$ cat src/saaf_pkg.sv
// ----------------------------------------------------------------------------
// saaf_pkg
// shared types and constants for the aperture archive filter
// ----------------------------------------------------------------------------
package saaf_pkg;

  localparam int TimeW   = 63;
  localparam int ValueW  = 32;
  localparam int GroupW  = 9;
  localparam int AperW   = 16;
  localparam int CfgIdxW = 3;
  localparam int CfgDataW = 32;
  // d * 25600 and base * aperture both fit in this width
  localparam int ProdW   = ValueW + AperW;

  // configuration register indexes
  localparam logic [CfgIdxW-1:0] REG_IS_DISCRETE = 3'd0;
  localparam logic [CfgIdxW-1:0] REG_ADAPTIVE    = 3'd1;
  localparam logic [CfgIdxW-1:0] REG_FINE_APER   = 3'd2;
  localparam logic [CfgIdxW-1:0] REG_COARSE_APER = 3'd3;
  localparam logic [CfgIdxW-1:0] REG_LOW_LIMIT   = 3'd4;
  localparam logic [CfgIdxW-1:0] REG_HIGH_LIMIT  = 3'd5;
  localparam logic [CfgIdxW-1:0] REG_OWN_GROUP   = 3'd6;

  typedef struct packed {
    logic                     is_discrete;
    logic                     adaptive_mode;
    logic [AperW-1:0]         fine_aperture;
    logic [AperW-1:0]         coarse_aperture;
    logic [ValueW-1:0]        span;        // |high_limit - low_limit|
    logic signed [GroupW-1:0] own_group;
  } cfg_t;

  typedef struct packed {
    logic [TimeW-1:0]         timestamp;
    logic                     valid_in;
    logic signed [ValueW-1:0] sample_value;
    logic signed [GroupW-1:0] due_group;
  } item_t;

  typedef struct packed {
    logic                     seen_first;
    logic                     valid_flag;
    logic signed [ValueW-1:0] stored_value;
  } hist_t;

  typedef struct packed {
    logic archive;
    logic validity_changed;
    logic fine_exceeded;
    logic coarse_exceeded;
    logic auto_point;
  } flags_t;

endpackage

$ cat src/saaf_cfg_regs.sv
// ----------------------------------------------------------------------------
// saaf_cfg_regs
// configuration register file, with the limit span held precomputed
// ----------------------------------------------------------------------------
module saaf_cfg_regs (
  input  logic                           clk,
  input  logic                           rst,
  input  logic                           cfg_wr_en,
  input  logic [saaf_pkg::CfgIdxW-1:0]   cfg_index,
  input  logic [saaf_pkg::CfgDataW-1:0]  cfg_data,
  output saaf_pkg::cfg_t                 cfg
);
  import saaf_pkg::*;

  logic signed [ValueW-1:0] low_limit;
  logic signed [ValueW-1:0] high_limit;
  logic signed [ValueW:0]   span_diff;
  logic [ValueW-1:0]        span_next;

  // span is registered from the limits and follows them in the next cycle
  always_comb begin
    span_diff = {high_limit[ValueW-1], high_limit} - {low_limit[ValueW-1], low_limit};
    if (span_diff[ValueW]) begin
      span_next = ValueW'(-span_diff);
    end else begin
      span_next = span_diff[ValueW-1:0];
    end
  end

  always_ff @(posedge clk) begin
    if (rst) begin
      cfg.is_discrete     <= 1'b0;
      cfg.adaptive_mode   <= 1'b0;
      cfg.fine_aperture   <= '0;
      cfg.coarse_aperture <= '0;
      cfg.own_group       <= '1;
      cfg.span            <= '0;
      low_limit           <= '0;
      high_limit          <= '0;
    end else begin
      cfg.span <= span_next;
      if (cfg_wr_en) begin
        unique case (cfg_index)
          REG_IS_DISCRETE: cfg.is_discrete     <= cfg_data[0];
          REG_ADAPTIVE:    cfg.adaptive_mode   <= cfg_data[0];
          REG_FINE_APER:   cfg.fine_aperture   <= cfg_data[AperW-1:0];
          REG_COARSE_APER: cfg.coarse_aperture <= cfg_data[AperW-1:0];
          REG_LOW_LIMIT:   low_limit           <= cfg_data[ValueW-1:0];
          REG_HIGH_LIMIT:  high_limit          <= cfg_data[ValueW-1:0];
          REG_OWN_GROUP:   cfg.own_group       <= cfg_data[GroupW-1:0];
          default: ;
        endcase
      end
    end
  end

endmodule

$ cat src/saaf_decide.sv
// ----------------------------------------------------------------------------
// saaf_decide
// archiving reasons for one sample against the stored history
// ----------------------------------------------------------------------------
module saaf_decide (
  input  saaf_pkg::cfg_t   cfg,
  input  saaf_pkg::item_t  item,
  input  saaf_pkg::hist_t  hist,
  output saaf_pkg::flags_t flags
);
  import saaf_pkg::*;

  logic signed [ValueW:0] diff;
  logic [ValueW-1:0]      dmag;
  logic [ValueW-1:0]      stored_mag;
  logic [ValueW-1:0]      base;
  logic [ProdW-1:0]       lhs;
  logic [ProdW-1:0]       fine_lim;
  logic [ProdW-1:0]       coarse_lim;
  logic                   vchg;
  logic                   test_on;

  always_comb begin
    diff = {item.sample_value[ValueW-1], item.sample_value}
         - {hist.stored_value[ValueW-1], hist.stored_value};
    dmag = diff[ValueW] ? ValueW'(-diff) : diff[ValueW-1:0];
    stored_mag = hist.stored_value[ValueW-1] ? ValueW'(-hist.stored_value)
                                             : hist.stored_value;
    base = cfg.adaptive_mode ? stored_mag : cfg.span;

    // d * 25600 as shifts: 16384 + 8192 + 1024
    lhs = (ProdW'(dmag) << 14) + (ProdW'(dmag) << 13) + (ProdW'(dmag) << 10);
    fine_lim   = ProdW'(base) * ProdW'(cfg.fine_aperture);
    coarse_lim = ProdW'(base) * ProdW'(cfg.coarse_aperture);

    vchg    = !hist.seen_first || (item.valid_in != hist.valid_flag);
    test_on = !vchg && item.valid_in;

    flags.validity_changed = vchg;
    flags.fine_exceeded    = test_on && !cfg.is_discrete && (lhs > fine_lim);
    if (cfg.is_discrete) begin
      flags.coarse_exceeded = test_on && (item.sample_value != hist.stored_value);
    end else begin
      flags.coarse_exceeded = test_on && (lhs > coarse_lim);
    end
    flags.auto_point = !cfg.own_group[GroupW-1] && (item.due_group == cfg.own_group);
    flags.archive    = flags.validity_changed | flags.fine_exceeded
                     | flags.coarse_exceeded | flags.auto_point;
  end

endmodule

$ cat src/signal_aperture_archive_filter.sv
// ----------------------------------------------------------------------------
// signal_aperture_archive_filter
// per-signal archive filter with fine and coarse deadbands
// ----------------------------------------------------------------------------
//  channel   handshake              payload
//  -------   --------------------   ------------------------------------------
//  input     in_valid / in_ready    timestamp, valid_in, sample_value, due_group
//  result    res_valid / res_ready  archive, out_time, out_value, out_valid,
//                                   validity_changed, fine_exceeded,
//                                   coarse_exceeded, auto_point
//  config    cfg_wr_en              cfg_index, cfg_data (write only)
//
//  one beat in, one beat out; a beat passes the input register, then the result register
//  a beat every cycle unless res_ready stalls: the history (seen, validity,
//  stored value) updates in the same edge that loads the result register, so the
//  next sample in the input register already compares against it
//  the compare path is one subtract, one 32x16 multiply per aperture and a compare
//  a stalled result holds; one more input beat is taken into the input register
//  synchronous reset clears history, config and both valid flags; own_group resets to all ones
//  limit writes pass the low and high limit registers before reaching the span register
// ----------------------------------------------------------------------------
module signal_aperture_archive_filter (
  input  logic                                 clk,
  input  logic                                 rst,
  // config
  input  logic                                 cfg_wr_en,
  input  logic [saaf_pkg::CfgIdxW-1:0]         cfg_index,
  input  logic [saaf_pkg::CfgDataW-1:0]        cfg_data,
  // input beat
  input  logic                                 in_valid,
  output logic                                 in_ready,
  input  logic [saaf_pkg::TimeW-1:0]           timestamp,
  input  logic                                 valid_in,
  input  logic signed [saaf_pkg::ValueW-1:0]   sample_value,
  input  logic signed [saaf_pkg::GroupW-1:0]   due_group,
  // result beat
  output logic                                 res_valid,
  input  logic                                 res_ready,
  output logic                                 archive,
  output logic [saaf_pkg::TimeW-1:0]           out_time,
  output logic signed [saaf_pkg::ValueW-1:0]   out_value,
  output logic                                 out_valid,
  output logic                                 validity_changed,
  output logic                                 fine_exceeded,
  output logic                                 coarse_exceeded,
  output logic                                 auto_point
);
  import saaf_pkg::*;

  cfg_t   cfg;
  item_t  item;
  logic   item_full;
  hist_t  hist;
  flags_t flags;
  logic   res_free;
  logic   advance;

  saaf_cfg_regs u_cfg (
    .clk       (clk),
    .rst       (rst),
    .cfg_wr_en (cfg_wr_en),
    .cfg_index (cfg_index),
    .cfg_data  (cfg_data),
    .cfg       (cfg)
  );

  // result slot is free, or being emptied this cycle
  assign res_free = !res_valid || res_ready;
  assign advance  = item_full && res_free;
  assign in_ready = !item_full || res_free;

  // input register
  always_ff @(posedge clk) begin
    if (rst) begin
      item_full <= 1'b0;
    end else if (in_ready) begin
      item_full <= in_valid;
    end
  end

  always_ff @(posedge clk) begin
    if (in_valid && in_ready) begin
      item.timestamp    <= timestamp;
      item.valid_in     <= valid_in;
      item.sample_value <= sample_value;
      item.due_group    <= due_group;
    end
  end

  saaf_decide u_decide (
    .cfg   (cfg),
    .item  (item),
    .hist  (hist),
    .flags (flags)
  );

  // history moves with the result register
  always_ff @(posedge clk) begin
    if (rst) begin
      hist.seen_first   <= 1'b0;
      hist.valid_flag   <= 1'b0;
      hist.stored_value <= '0;
    end else if (advance) begin
      if (flags.validity_changed) begin
        hist.seen_first <= 1'b1;
        hist.valid_flag <= item.valid_in;
      end
      if (flags.archive) begin
        hist.stored_value <= item.sample_value;
      end
    end
  end

  // result register
  always_ff @(posedge clk) begin
    if (rst) begin
      res_valid <= 1'b0;
    end else if (res_free) begin
      res_valid <= item_full;
    end
  end

  always_ff @(posedge clk) begin
    if (advance) begin
      archive          <= flags.archive;
      out_time         <= item.timestamp;
      out_value        <= item.sample_value;
      out_valid        <= item.valid_in;
      validity_changed <= flags.validity_changed;
      fine_exceeded    <= flags.fine_exceeded;
      coarse_exceeded  <= flags.coarse_exceeded;
      auto_point       <= flags.auto_point;
    end
  end

endmodule

$ cat config.mk
export PLATFORM = sky130hd
export DESIGN_NAME = signal_aperture_archive_filter
export DESIGN_NICKNAME = d
export VERILOG_FILES = /design/src/saaf_pkg.sv /design/src/saaf_cfg_regs.sv /design/src/saaf_decide.sv /design/src/signal_aperture_archive_filter.sv
export SDC_FILE = /design/constraint.sdc
export NUM_CORES = 2
export LEC_CHECK = 0
export BUFFER_PORTS_ARGS = -buffer_cell sky130_fd_sc_hd__buf_2
export CORE_MARGIN = 3
export CORE_UTILIZATION = 35
export DETAILED_ROUTE_END_ITERATION = 8
export PLACE_DENSITY = 0.59
export SLEW_MARGIN = 20
export SYNTH_ARGS = -nofsm -noshare
export SYNTH_HDL_FRONTEND = slang
export SYNTH_HIERARCHICAL = 1
export SYNTH_SLANG_ARGS = --single-unit
$ cat constraint.sdc
create_clock -name clk -period 17.5 [get_ports clk]
set_clock_uncertainty 0.15 [all_clocks]
set_input_delay 1.75 -clock clk [delete_from_list [all_inputs] [get_ports clk]]
set_output_delay 1.75 -clock clk [all_outputs]
set_load 0.02 [all_outputs]
==> metrics.txt <==
Avg Cell Area, Syn=8.91 um^2; Port Buffer Count=247; CTS tree=done; hpwl dp=125000 um; worst skew pair latency=around 0.55 ns; Startpoint Class=flop; clock root buffer=clkbuf_16; unrepaired setup endpoints after global routing=no; via-per-instance ratio=5.12; WL/cell=19.1 um; pwr dens=93.7 nW/um^2; top-count cell post-synth=inv_1; Layout area overhead=8.23%; vias in the first global route=44700; slowest CP cell=and3_2; # hold bufs at CTS=0; crit-path max FO=32; Initial Util=35.4%; final setup TNS=0 ns; Tightest Pin Transition=about 1.1 ns; Tot GR Track Use=between 15 and 20%; clock transition at the registers of the reported paths=0.07 ns; # setup viols final=0; share of cells above drive strength 1=7.33%; hold_ws=0.255 ns; post-synthesis mux area share=0.858%; outcome=complete, no violations; post-synthesis cell count=6234; nets=7720; #FFs+latches synth=381; FFs w/ async S/R, synth=0%; post-synth top area cell=fa_1; Final Cycle Share=73.1%; top cells by count, synth=inv_1 (1083), nand2_1 (955), fa_1 (867); placed insts=approximately 8300; syn_nets=about 7700; Post-Synth Simple-Gate Area=17.5%; Die H=around 400 um; final cell count without fillers=8377; Critical Path RT=around 18 ns; clock tree buffer depth=3; Worst VDD drop=roughly 0.00012 V; Remaining DRCs=0; CTS Buf Count=36; delay-heaviest family, CP=simple AND/OR/NAND/NOR gates; Crit path arrival time=13.03 ns; synthesized-area fraction occupied by ao, oa, aoi and oai cells=around a tenth; register area share after synthesis=approximately 17%; DRT iter0 DRCs=2699; largest family of logic cells by synthesized area=adder cells; post-route ant nets=0; fin util=between 30% and 40%; WL final=around 160000 um; design area=between 60000 and 70000 um^2; I/O pins=around 250; TritonRoute pass-1 iters=6; gr ovfl total=0; initial antenna violation count=17; GP Congestion=0.910; Period minus WS final=12.80 ns; Vias=42900; Critical Path Most Common Cell=fa_1; Slew Viols, Final=0; adder and majority cell fraction of the synthesized area=around 41%; synthesized area=55500 um^2; xor-xnor portion of the synthesized cell area=3.61%; H-tree levels=2; Max-Slew Margin vs Limit=23.5%; Yosys top cell area share=31.3%; Netlist cell types=98; largest cells by area after synthesis=fa_1 (31%), edfxtp_1 (11%), ha_1 (9.4%); Static Leakage=around 27 nW; Post-synth top flop=edfxtp_1; Die Wd=404 um; die area=163000 um^2; CORE AREA=157000 um^2; CTS sink count=~380; FILL cells=15800; maxcap violations=0; crit end category=flop; critical path type=flop to flop; Hold Path Class=flop to flop; Synth warnings=6; post-cts repair resize count=0; Post-synth EDFFs=206; Fmax=78.1 MHz; number of failing hold endpoints at the final stage=0; Worst Path Buf+Inv=4; # Post-CTS Setup Buffers=0; DP Area=58900 um^2; CP max stage delay=0.56 ns; first-pass GRT wire length=255000 um; Rows=around 150; largest net degree at the start of global routing=121
==> flip-flops by register name, indices dropped and copies added (netlist names) <==
signal and count:
item_full 1, out_value 32, validity_changed 1, fine_exceeded 1
u_cfg/low_limit 32, coarse_exceeded 1, res_valid 1, auto_point 1
u_cfg/high_limit 32, hist 34, item 105, u_cfg/cfg 75
out_valid 1, out_time 63, archive 1
==> kinds of logic (layout without fill, tap and decap cells) <==
kind of cell	after synthesis	after routing
multiplexers	47	47
flip-flops	381	381
other	0	1
AND/OR/NAND/NOR	2002	2002
XOR/XNOR	228	228
buffers and inverters	1384	1468
AO/OA/AOI/OAI	907	907
adder cells (fa/ha/maj)	1285	1285
==> per-stage QoR <==
step                power (mW)  setup slack, ns
finish                    5.63             4.70
global placement          4.74             5.13
global route              6.16             3.84
CTS                       5.66             4.74
floorplan                 3.64             6.39
detailed placement        4.82             4.77
==> cell usage in the layout, fill, tap and decap left out, types with 13 or more instances in the layout <==
cell type and n:
inv_1 1083, nand2_1 955, fa_1 867, and2_1 432, ha_1 418, a21oi_1 325, buf_2 246, edfxtp_1 206
nor2_1 192, dfxtp_1 170, xnor2_1 149, o21ai_0 124, a21o_1 93, nand2b_1 91, xor2_1 77, buf_4 71
nand4_1 47, nor3_1 44, nand3_1 43, mux2i_1 42, nor2b_1 40, o21a_1 40, clkbuf_16 36, or3_1 35
a211oi_1 32, and3_1 26, a21oi_2 25, o31ai_1 24, o21bai_1 24, a31oi_1 22, o211ai_1 22, o21ai_1 19
nor4_1 17, and4_1 15, a211o_1 15, or2_2 13
==> power by group <==
part	switching, mW	internal [mW]	total (mW)	leakage (nW)
logic	2.38	1.40	3.78	23.2
clock network	0.359	0.457	0.815	0.598
registers	0.0347	1.01	1.04	3.40
==> path summary, 6_finish.rpt <==
| kind | startpoint | to | slack (ns) | cells past startpoint |
|---|---|---|---|---|
| max | hist[6] | hist[21] | 4.70 | 42 |
| min | item[103] | out_time[61] | 0.25 | 0 |
| max reg2reg | hist[6] | hist[21] | 4.70 | 42 |
| min reg2reg | item[103] | out_time[61] | 0.25 | 0 |
==> final cells by class <==
cell class	instances	area [um^2]	area share, %
Tap cell	2058	2570	4.28
Sequential cell	381	9700	16.1
Multi-Input combinational cell	4469	40800	67.8
Clock inverter	21	272	0.452
Inverter	1083	4070	6.76
Antenna cell	1	2.50	0.00416
Timing Repair Buffer	319	1780	2.96
Clock buffer	45	955	1.59
==> per-layer routing <==
layer	routed length, um	part of all wire, %	GRT usage, %	vias to the layer above
met1	69400	43	26.0	21800
met2	76900	48	33.4	1073
met3	8990	5.6	2.87	205
li1	-	-	-	19900
met4	4530	2.8	5.20	16
met5	104	0.065	0	-
==> worst reg2reg max path: cells and delay by family (launching register included) <==
family,cells,cell delay (ns)
xor gates and xnor gates,2,0.21
adders and majority gates,8,3.71
buffers and inverters,4,0.57
and+or+nand+nor,16,4.47
DFF,1,0.34
muxes,1,0.25
AOI/OAI and AO/OA,11,2.93
Power figures use the tool's default switching activity.
